===== config.mk =====
export PLATFORM = sky130hd
export DESIGN_NAME = nfcfc_parser
export DESIGN_NICKNAME = d
export VERILOG_FILES = /design/src/rtl/core/nfcfc_pkg.sv /design/src/rtl/core/nfcfc_parser.sv
export VERILOG_INCLUDE_DIRS = /design/src /design/src/rtl/core
export SDC_FILE = /design/constraint.sdc
export NUM_CORES = 1
export LEC_CHECK = 0
export ABC_AREA = 0
export BUFFER_PORTS_ARGS = -buffer_cell sky130_fd_sc_hd__buf_2
export CORE_MARGIN = 4
export CORE_UTILIZATION = 28
export DETAILED_ROUTE_END_ITERATION = 6
export GPL_ROUTABILITY_DRIVEN = 1
export HOLD_SLACK_MARGIN = 0.06
export PLACE_DENSITY = 0.53
export SETUP_SLACK_MARGIN = 0.15
export SYNTH_ARGS = -nofsm -noshare
export SYNTH_HDL_FRONTEND = slang
export SYNTH_SLANG_ARGS = --single-unit

===== constraint.sdc =====
create_clock -name clk_i -period 11.28 [get_ports clk_i]
set_clock_uncertainty 0.2 [all_clocks]
set_input_delay 0 -clock clk_i [delete_from_list [all_inputs] [get_ports clk_i]]
set_output_delay 0 -clock clk_i [all_outputs]
set_load 0.02 [all_outputs]

===== src/rtl/core/assert_macros.svh =====
// assertion macros for the rtl modules, included by nfcfc_parser
`ifndef ASSERT_MACROS_SVH
`define ASSERT_MACROS_SVH

`ifndef SYNTHESIS
// checked at every clock edge outside reset
`define NFCFC_ASSERT(name, clk, rst_n, prop) \
  name: assert property (@(posedge clk) disable iff (!rst_n) (prop)) \
    else $error("nfcfc assertion failed");
// checked at every clock edge, reset included
`define NFCFC_ASSERT_ALWAYS(name, clk, prop) \
  name: assert property (@(posedge clk) (prop)) \
    else $error("nfcfc assertion failed");
`else
`define NFCFC_ASSERT(name, clk, rst_n, prop)
`define NFCFC_ASSERT_ALWAYS(name, clk, prop)
`endif

`endif


===== src/rtl/core/nfcfc_pkg.sv =====
// types and constants of the nfc response frame checker
package nfcfc_pkg;

  localparam int unsigned ByteW = 8;
  localparam int unsigned PosW  = 9;

  localparam logic [ByteW-1:0] DirFromDevice = 8'hD5;
  localparam logic [ByteW-1:0] StartHi       = 8'hFF;
  localparam logic [ByteW-1:0] StartLo       = 8'h00;
  localparam logic [ByteW-1:0] PostambleVal  = 8'h00;

  // byte positions inside a frame, preamble is position 0
  localparam logic [PosW-1:0] PosStartLo   = 9'd1;
  localparam logic [PosW-1:0] PosStartHi   = 9'd2;
  localparam logic [PosW-1:0] PosLen       = 9'd3;
  localparam logic [PosW-1:0] PosLcs       = 9'd4;
  localparam logic [PosW-1:0] PosDir       = 9'd5;
  localparam logic [PosW-1:0] PosCode      = 9'd6;
  localparam logic [PosW-1:0] PosFirstData = 9'd7;

  typedef enum logic [1:0] {
    StOk        = 2'd0,
    StInvalid   = 2'd1,
    StBadSum    = 2'd2,
    StBadPost   = 2'd3
  } status_e;

  typedef enum logic {
    KindPayload = 1'b0,
    KindStatus  = 1'b1
  } kind_e;

  typedef struct packed {
    logic [ByteW-1:0] data;
    logic             start;
  } in_word_t;

  typedef struct packed {
    kind_e            kind;
    logic [ByteW-1:0] data;
    status_e          status;
    logic             last;
  } result_t;

endpackage


===== src/rtl/core/nfcfc_parser.sv =====
// frame state and per-word checks of the frame checker
`include "assert_macros.svh"

module nfcfc_parser (
  input  logic                 clk_i,
  input  logic                 rst_ni,
  input  logic                 cfg_we_i,
  input  logic [7:0]           cfg_wdata_i,
  input  logic                 step_i,
  input  nfcfc_pkg::in_word_t  word_i,
  output logic                 res_valid_o,
  output nfcfc_pkg::result_t   res_o
);

  logic [7:0]                 cmd_q;
  logic [nfcfc_pkg::PosW-1:0] pos_q, pos_d;
  logic [7:0]                 len_q, len_d;
  logic [7:0]                 sum_q, sum_d;
  logic                       hdr_ok_q, hdr_ok_d;
  logic                       done_q, done_d;
  nfcfc_pkg::status_e         cks_q, cks_d;

  logic [7:0]                 b;
  logic [7:0]                 sum_add;
  logic [7:0]                 code_exp;
  logic [7:0]                 count;
  logic [nfcfc_pkg::PosW-1:0] lim;
  logic                       code_ok;

  assign b        = word_i.data;
  assign sum_add  = sum_q + b;
  assign code_exp = cmd_q + 8'd1;
  assign count    = (len_q >= 8'd2) ? (len_q - 8'd2) : 8'd0;
  assign lim      = nfcfc_pkg::PosFirstData + {1'b0, count};
  assign code_ok  = hdr_ok_q && (b == code_exp);

  always_comb begin
    pos_d       = pos_q;
    len_d       = len_q;
    sum_d       = sum_q;
    hdr_ok_d    = hdr_ok_q;
    done_d      = done_q;
    cks_d       = cks_q;
    res_valid_o = 1'b0;
    res_o       = '{kind: nfcfc_pkg::KindPayload, data: 8'd0,
                    status: nfcfc_pkg::StOk, last: 1'b0};
    if (step_i) begin
      if (word_i.start) begin
        // a start mid-frame drops the open frame without a status
        pos_d    = nfcfc_pkg::PosStartLo;
        len_d    = 8'd0;
        sum_d    = 8'd0;
        hdr_ok_d = 1'b1;
        done_d   = 1'b0;
        cks_d    = nfcfc_pkg::StOk;
      end else if (!done_q) begin
        pos_d = pos_q + 9'd1;
        case (pos_q)
          nfcfc_pkg::PosStartLo: begin
            hdr_ok_d = hdr_ok_q && (b == nfcfc_pkg::StartLo);
          end
          nfcfc_pkg::PosStartHi: begin
            hdr_ok_d = hdr_ok_q && (b == nfcfc_pkg::StartHi);
          end
          nfcfc_pkg::PosLen: begin
            len_d = b;
          end
          nfcfc_pkg::PosLcs: begin
            hdr_ok_d = hdr_ok_q && ((len_q + b) == 8'd0);
          end
          nfcfc_pkg::PosDir: begin
            hdr_ok_d = hdr_ok_q && (b == nfcfc_pkg::DirFromDevice);
            sum_d    = b;
          end
          nfcfc_pkg::PosCode: begin
            hdr_ok_d = code_ok;
            sum_d    = sum_add;
            if (!code_ok) begin
              done_d       = 1'b1;
              res_valid_o  = 1'b1;
              res_o.kind   = nfcfc_pkg::KindStatus;
              res_o.status = nfcfc_pkg::StInvalid;
              res_o.last   = 1'b1;
            end
          end
          default: begin
            if (pos_q < lim) begin
              sum_d       = sum_add;
              res_valid_o = 1'b1;
              res_o.data  = b;
            end else if (pos_q == lim) begin
              // data checksum byte
              sum_d = sum_add;
              cks_d = (sum_add != 8'd0) ? nfcfc_pkg::StBadSum : nfcfc_pkg::StOk;
            end else begin
              // postamble ends the frame
              pos_d        = pos_q;
              done_d       = 1'b1;
              res_valid_o  = 1'b1;
              res_o.kind   = nfcfc_pkg::KindStatus;
              res_o.last   = 1'b1;
              res_o.status = cks_q;
              if (cks_q == nfcfc_pkg::StOk && b != nfcfc_pkg::PostambleVal) begin
                res_o.status = nfcfc_pkg::StBadPost;
              end
            end
          end
        endcase
      end
    end
  end

  always_ff @(posedge clk_i or negedge rst_ni) begin
    if (!rst_ni) begin
      cmd_q    <= 8'd0;
      pos_q    <= '0;
      len_q    <= 8'd0;
      sum_q    <= 8'd0;
      hdr_ok_q <= 1'b1;
      done_q   <= 1'b1;
      cks_q    <= nfcfc_pkg::StOk;
    end else begin
      if (cfg_we_i) begin
        cmd_q <= cfg_wdata_i;
      end
      pos_q    <= pos_d;
      len_q    <= len_d;
      sum_q    <= sum_d;
      hdr_ok_q <= hdr_ok_d;
      done_q   <= done_d;
      cks_q    <= cks_d;
    end
  end

  `NFCFC_ASSERT(a_status_closes_frame, clk_i, rst_ni,
    res_valid_o && res_o.last |=> done_q)
  `NFCFC_ASSERT(a_closed_frame_silent, clk_i, rst_ni,
    done_q && !word_i.start |-> !res_valid_o)
  `NFCFC_ASSERT(a_start_opens_frame, clk_i, rst_ni,
    step_i && word_i.start |=> !done_q && pos_q == nfcfc_pkg::PosStartLo)
  `NFCFC_ASSERT(a_payload_needs_header, clk_i, rst_ni,
    res_valid_o && res_o.kind == nfcfc_pkg::KindPayload |-> hdr_ok_q && !res_o.last)

endmodule


======== Word level (Yosys, flattened, before mapping) ========
Index checks and enable logic that the tools add are counted.
storage, ports and cells
  flip-flop bits (word level) ............. 37
  input bits .............................. 21
  output and inout port bits .............. 13
  logic and storage cells ................. 97
operators by class
  add/sub/neg operators ................... 6
  magnitude comparators ................... 2
  eq/ne operators ......................... 14
  mux-type cells .......................... 44
  reduce and logical (&&, ||, !) cells .... 24
operator list
  operator                                             number
  2-to-1 mux 8 bit                                     10
  2-to-1 mux 9 bit                                     5
  2-to-1 mux 12 bit                                    3
  == test 9 x 3 -> 1 bit, second input constant        3
  one-hot mux 8 bit (3 select lines)                   1
  == test 9 x 2 -> 1 bit, second input constant        2
  adder 8 bit                                          2
  == test 8 bit, second input constant                 2
  zero test 8 bit                                      2
  2-to-1 mux 2 bit                                     8
  nonzero test 8 bit                                   2
  2-to-1 mux 1 bit                                     11
  adder 3 x 8 -> 9 bit, first input constant           1
  adder 9 x 1 -> 9 bit, second input constant          1
  == test 9 x 1 -> 1 bit, second input constant        1
  == test 9 bit                                        1
  < comparator 9 bit                                   1
  AND reduction 3 bit                                  3
  adder 8 x 1 -> 8 bit, second input constant          1
  == test 8 bit                                        1
  >= comparator 8 x 2 -> 1 bit, second input constant  1
  subtractor 8 x 2 -> 8 bit, second input constant     1
  logical AND 1 bit                                    6
  2-to-1 mux 3 bit                                     2
  other kinds (15)                                     19

======== Logic depth before layout (Yosys ltp) ========
  word-level depth ........................ 10
  mapped depth ............................ 21
  depth with buffers taken out ............ 18

======== Worst setup path before layout ========
OpenSTA, ideal clock, no wires.
  path kind ............................... register -> register
  start ................................... reg len_q[5]
  end ..................................... reg pos_q[5] (netlist bit)
  library setup time ...................... 120 ps
  arrival time ............................ 3938 ps
  data required time ...................... 10960 ps
  slack ................................... 7022 ps
  stages on the path, launching flop included .. 21
  buffers on the path ..................... 2
  period minus slack after synthesis ...... 4258 ps
  cells stage by stage .................... dfrtp_1 -> clkbuf_1 -> nor3_1 -> nand2_1 -> or3_1 -> clkbuf_1 -> nand2_1 -> ha_1 -> nand2_1 -> nand4_1 -> nor2_1 -> o21ai_0 -> o31ai_1 -> ha_1 -> nand2_1 -> o21ai_0 -> or3b_2 -> o21a_1 -> a2111oi_4 -> a21oi_1 -> a31o_1
between the ends
  longest elaborated chain between the ends .. 8
  elaborated cells between the ends (all ways) .. 12
  classes of those cells .................. add/sub (2); order compare (2); eq/ne (1); mux (5); reduce/logical (2)
RTL lines
  item                                                                       line                 text
  from (decl)                                                                nfcfc_parser.sv:17   logic [7:0] len_q, len_d;
  from (signal assigned)                                                     nfcfc_parser.sv:127  len_q <= len_d;
  subtractor 8 x 2 -> 8 bit or >= comparator 8 x 2 -> 1 bit (tied branches)  nfcfc_parser.sv:33   assign count = (len_q >= 8'd2) ? (len_q - 8'd2) : 8'd0;
  2-to-1 mux 8 bit (*)                                                       nfcfc_parser.sv:33
  adder 3 x 8 -> 9 bit (*)                                                   nfcfc_parser.sv:34   assign lim = nfcfc_pkg::PosFirstData + {1'b0, count};
  < comparator 9 bit                                                         nfcfc_parser.sv:87   if (pos_q < lim) begin
  2-to-1 mux 9 bit                                                           nfcfc_parser.sv:87
  2-to-1 mux 9 bit                                                           nfcfc_parser.sv:58   case (pos_q)
  2-to-1 mux 9 bit                                                           nfcfc_parser.sv:56   end else if (!done_q) begin
  2-to-1 mux 9 bit                                                           nfcfc_parser.sv:48   if (word_i.start) begin
  to (signal assigned)                                                       nfcfc_parser.sv:126  pos_q <= pos_d;
  to (decl)                                                                  nfcfc_parser.sv:16   logic [nfcfc_pkg::PosW-1:0] pos_q, pos_d;
Every way passes the cells marked *; elsewhere a longest branch is shown, timed or not. The select of a mux whose other input is x is not followed.
A chain may end at the register's enable or synchronous reset.

======== Worst setup path after layout ========
  start ................................... reg len_q[5]
  end ..................................... reg pos_q[3] (netlist bit)
The elaborated chain is that of the path after synthesis.

==> insert_results.sql <==
INSERT INTO impl_metrics (metric_group, metric, value, unit) VALUES
('power', 'p_int', '483', 'uW'),
('floorplanning', 'die_h', '118', 'um'),
('critical_path', 'worstSetupPathType', 'flip-flop to flip-flop', ''),
('critical_path', 'regToRegSetupSlack', '6360', 'ps'),
('drt', 'drtAntennaViolNets', '0', ''),
('synthesis', 'post_synth_instance_area', '3380', 'um^2'),
('global_routing', 'grt_pass1_wl', '16500', 'um'),
('synthesis', 'synth.top_cell.area_share', '25.2', '%'),
('layout', 'area_growth', '21.0', '%'),
('power', 'power_frac_seq', '22.2', '%'),
('critical_path', 'critical-path-top-delay-family', 'simple AND/OR/NAND/NOR gates', ''),
('timing', 'worstMarginPinSlew', '1010', 'ps'),
('status', 'outcome', 'finished clean', ''),
('placement', 'port_buffers', '33', ''),
('clock_tree', 'clock-root-buffer', 'sky130_fd_sc_hd__clkbuf_16', ''),
('critical_path', 'cp_num_buf_inv', '1', ''),
('timing', 'unrepaired_setup_endpoints_after_global_routing', 'false', ''),
('synthesis', 'synth-seq-cells', '36', ''),
('synthesis', 'synth_cell_type_count', '59', ''),
('critical_path', 'crit_slowest_cell', 'sky130_fd_sc_hd__dlygate4sd3_1', ''),
('synthesis', 'synthTopCellsByArea', 'sky130_fd_sc_hd__dfrtp_1 (25%), sky130_fd_sc_hd__ha_1 (11%), sky130_fd_sc_hd__xnor2_1 (6.7%)', ''),
('worst_hold_path', 'worst_hold_path_type', 'input pin to async pin', ''),
('floorplanning', 'start_util', '29.1', '%'),
('critical_path', 'cp_endpoint_kind', 'flip-flop', ''),
('run', 'cap_violations', '0', ''),
('synthesis', 'yosysSeqAreaShare', '26.7', '%'),
('drt', 'detail_route.first_pass.iterations', '4', ''),
('timing', 'setup-tns-final', '0', 'ps'),
('power', 'power.density_cell_area', '223', 'nW/um^2'),
('floorplanning', 'chipWidth', '118', 'um'),
('timing', 'final_hold_viol_count', '0', ''),
('timing', 'period_share', '43.6', '%'),
('timing', 'fmax', '203', 'MHz'),
('power', 'netSwitchingFraction', '47.0', '%'),
('clock_tree', 'post_cts.repair.setup_buffers', '0', ''),
('clock_tree', 'tritoncts', 'done', ''),
('drt', 'post_drt_via_cell_ratio', '5.28', ''),
('timing', 'slew_headroom', '31.8', '%'),
('synthesis', 'netlist_top_cells_count', 'sky130_fd_sc_hd__nand2_1 (36), sky130_fd_sc_hd__dfrtp_1 (34), sky130_fd_sc_hd__ha_1 (30)', ''),
('clock_tree', 'holdBufCountCts', '28', ''),
('clock_tree', 'clock_tree.htree_level_count', '2', ''),
('synthesis', 'synthesis.instances', '396', ''),
('power', 'pwr-share-comb', '62.6', '%'),
('drt', 'first_iter_violations', '170', ''),
('clock_tree', 'clkTransAtPathRegs', '60', 'ps'),
('synthesis', 'synthesis.area_per_instance', '8.54', 'um^2'),
('drt', 'via_count', '3143', ''),
('power', 'power.switching', '429', 'uW'),
('global_routing', 'global_route.usage.total', '14.0', '%'),
('drt', 'postRouteWirelength', '9500', 'um'),
('floorplanning', 'fp.dieArea', '13900', 'um^2'),
('clock_tree', 'insertion_delay_to_the_later_sink_of_the_worst_skew_pair', '280', 'ps'),
('layout', 'drive_gt1_share', '13.7', '%'),
('critical_path', 'start_kind', 'flip-flop', ''),
('global_routing', 'gr-total-overflow', '0', ''),
('global_routing', 'grt_max_degree', '37', ''),
('timing', 'finalMaxSlewViolations', '0', ''),
('placement', 'dpl.hpwl', '7170', 'um'),
('clock_tree', 'cts_resized', '0', ''),
('clock_tree', 'clockBufferDepth', '2', ''),
('power', 'total_leakage_power', '0.00177', 'uW'),
('timing', 'worst_hold_slack', '168', 'ps'),
('synthesis', 'postSynth.topFlopCell', 'sky130_fd_sc_hd__dfrtp_1', ''),
('synthesis', 'synth_edf_count', '0', ''),
('floorplanning', 'num_io_pins', '34', ''),
('floorplanning', 'std_cell_rows', '39', ''),
('critical_path', 'critical-path-max-stage-delay', '570', 'ps'),
('synthesis', 'async_flop_share', '100', '%'),
('drt', 'detail_route.drc_violations', '0', ''),
('clock_tree', 'clock_sink_count', '36', ''),
('synthesis', 'synthDominantAreaCellType', 'sky130_fd_sc_hd__dfrtp_1', '');
==> layer usage <==
metal	track usage [%]	share of wire [%]
met1	19.3	48
met2	23.5	47
met3	2.16	4.9
met4	2.27	0.51
met5	0	0
==> cell families after synthesis <==
group                    after synthesis  synth area share, %
XOR/XNOR                              34                 8.81
adder cells (fa/ha/maj)               32                 12.3
buffers and inverters                 29                 3.44
flip-flops                            36                 26.7
AO/OA/AOI/OAI                        114                 23.3
AND/OR/NAND/NOR                      137                 21.0
multiplexers                          14                 4.48
==> metrics by stage <==
| stage | setup slack (ps) | util [%] | power [uW] | instances | cell area (um^2) |
|---|---|---|---|---|---|
| final | 6360 | 35.2 | 913 | 595 | 4090 |
| after global routing | 5880 | 35.2 | 1010 | 595 | 4090 |
| after floorplan | 7020 | - | 640 | 396 | 3380 |
| after CTS | 6400 | 35.2 | 915 | 595 | 4090 |
| after detailed placement | 6760 | 31.6 | 762 | 559 | 3670 |
| after global placement | 6880 | 31.6 | 753 | 559 | 3670 |
==> flip-flops by register name (all words and copies together), names as in the netlist <==
signal / cells
cmd_q: 8
cks_q: 1
sum_q: 8
len_q: 8
hdr_ok_q: 1
done_q: 1
pos_q: 9
==> cell type report <==
type,instances,area [um^2],share of cell area [%]
multi-input cells,331,2360,57.7
flip-flops and latches,36,903,22.1
repair buffers,61,445,10.9
well taps,143,179,4.37
clock buffers,6,129,3.15
inverters,16,60.1,1.47
clock inverters,2,12.5,0.306
==> power groups by stage <==
stage / combinational, uW / clock [uW] / sequential, uW
final: 572 / 138 / 202
after global routing: 652 / 148 / 209
after CTS: 572 / 141 / 202
after detailed placement: 558 / 0 / 204
after global placement: 550 / 0 / 203
after floorplan: 454 / 0 / 186
==> path summary, 6_finish.rpt <==
path                                from  endpoint  cells past startpoint
worst min register to register  sum_q[5]  sum_q[5]                      2
worst max register to register  len_q[5]  pos_q[3]                     19
max in group asynchronous         rst_ni  len_q[0]                      2
min in group clk_i              sum_q[5]  sum_q[5]                      2
worst min-delay path              rst_ni  cmd_q[6]                      2
worst max-delay path            len_q[5]  pos_q[3]                     19
==> layout by cell type (no fill, tap or decap), types with 9 or more instances in the layout <==
master	n
sky130_fd_sc_hd__mux2_2	9
sky130_fd_sc_hd__inv_1	16
sky130_fd_sc_hd__and2_1	10
sky130_fd_sc_hd__a21oi_1	29
sky130_fd_sc_hd__ha_1	30
sky130_fd_sc_hd__a22o_1	10
sky130_fd_sc_hd__nand2_1	36
sky130_fd_sc_hd__dfrtp_1	34
sky130_fd_sc_hd__xnor2_1	26
sky130_fd_sc_hd__buf_2	33
sky130_fd_sc_hd__o21ai_0	22
sky130_fd_sc_hd__dlygate4sd3_1	28
sky130_fd_sc_hd__nand3_1	13
sky130_fd_sc_hd__nor3_1	15
sky130_fd_sc_hd__nor2_1	23
Power figures use the tool's default switching activity.
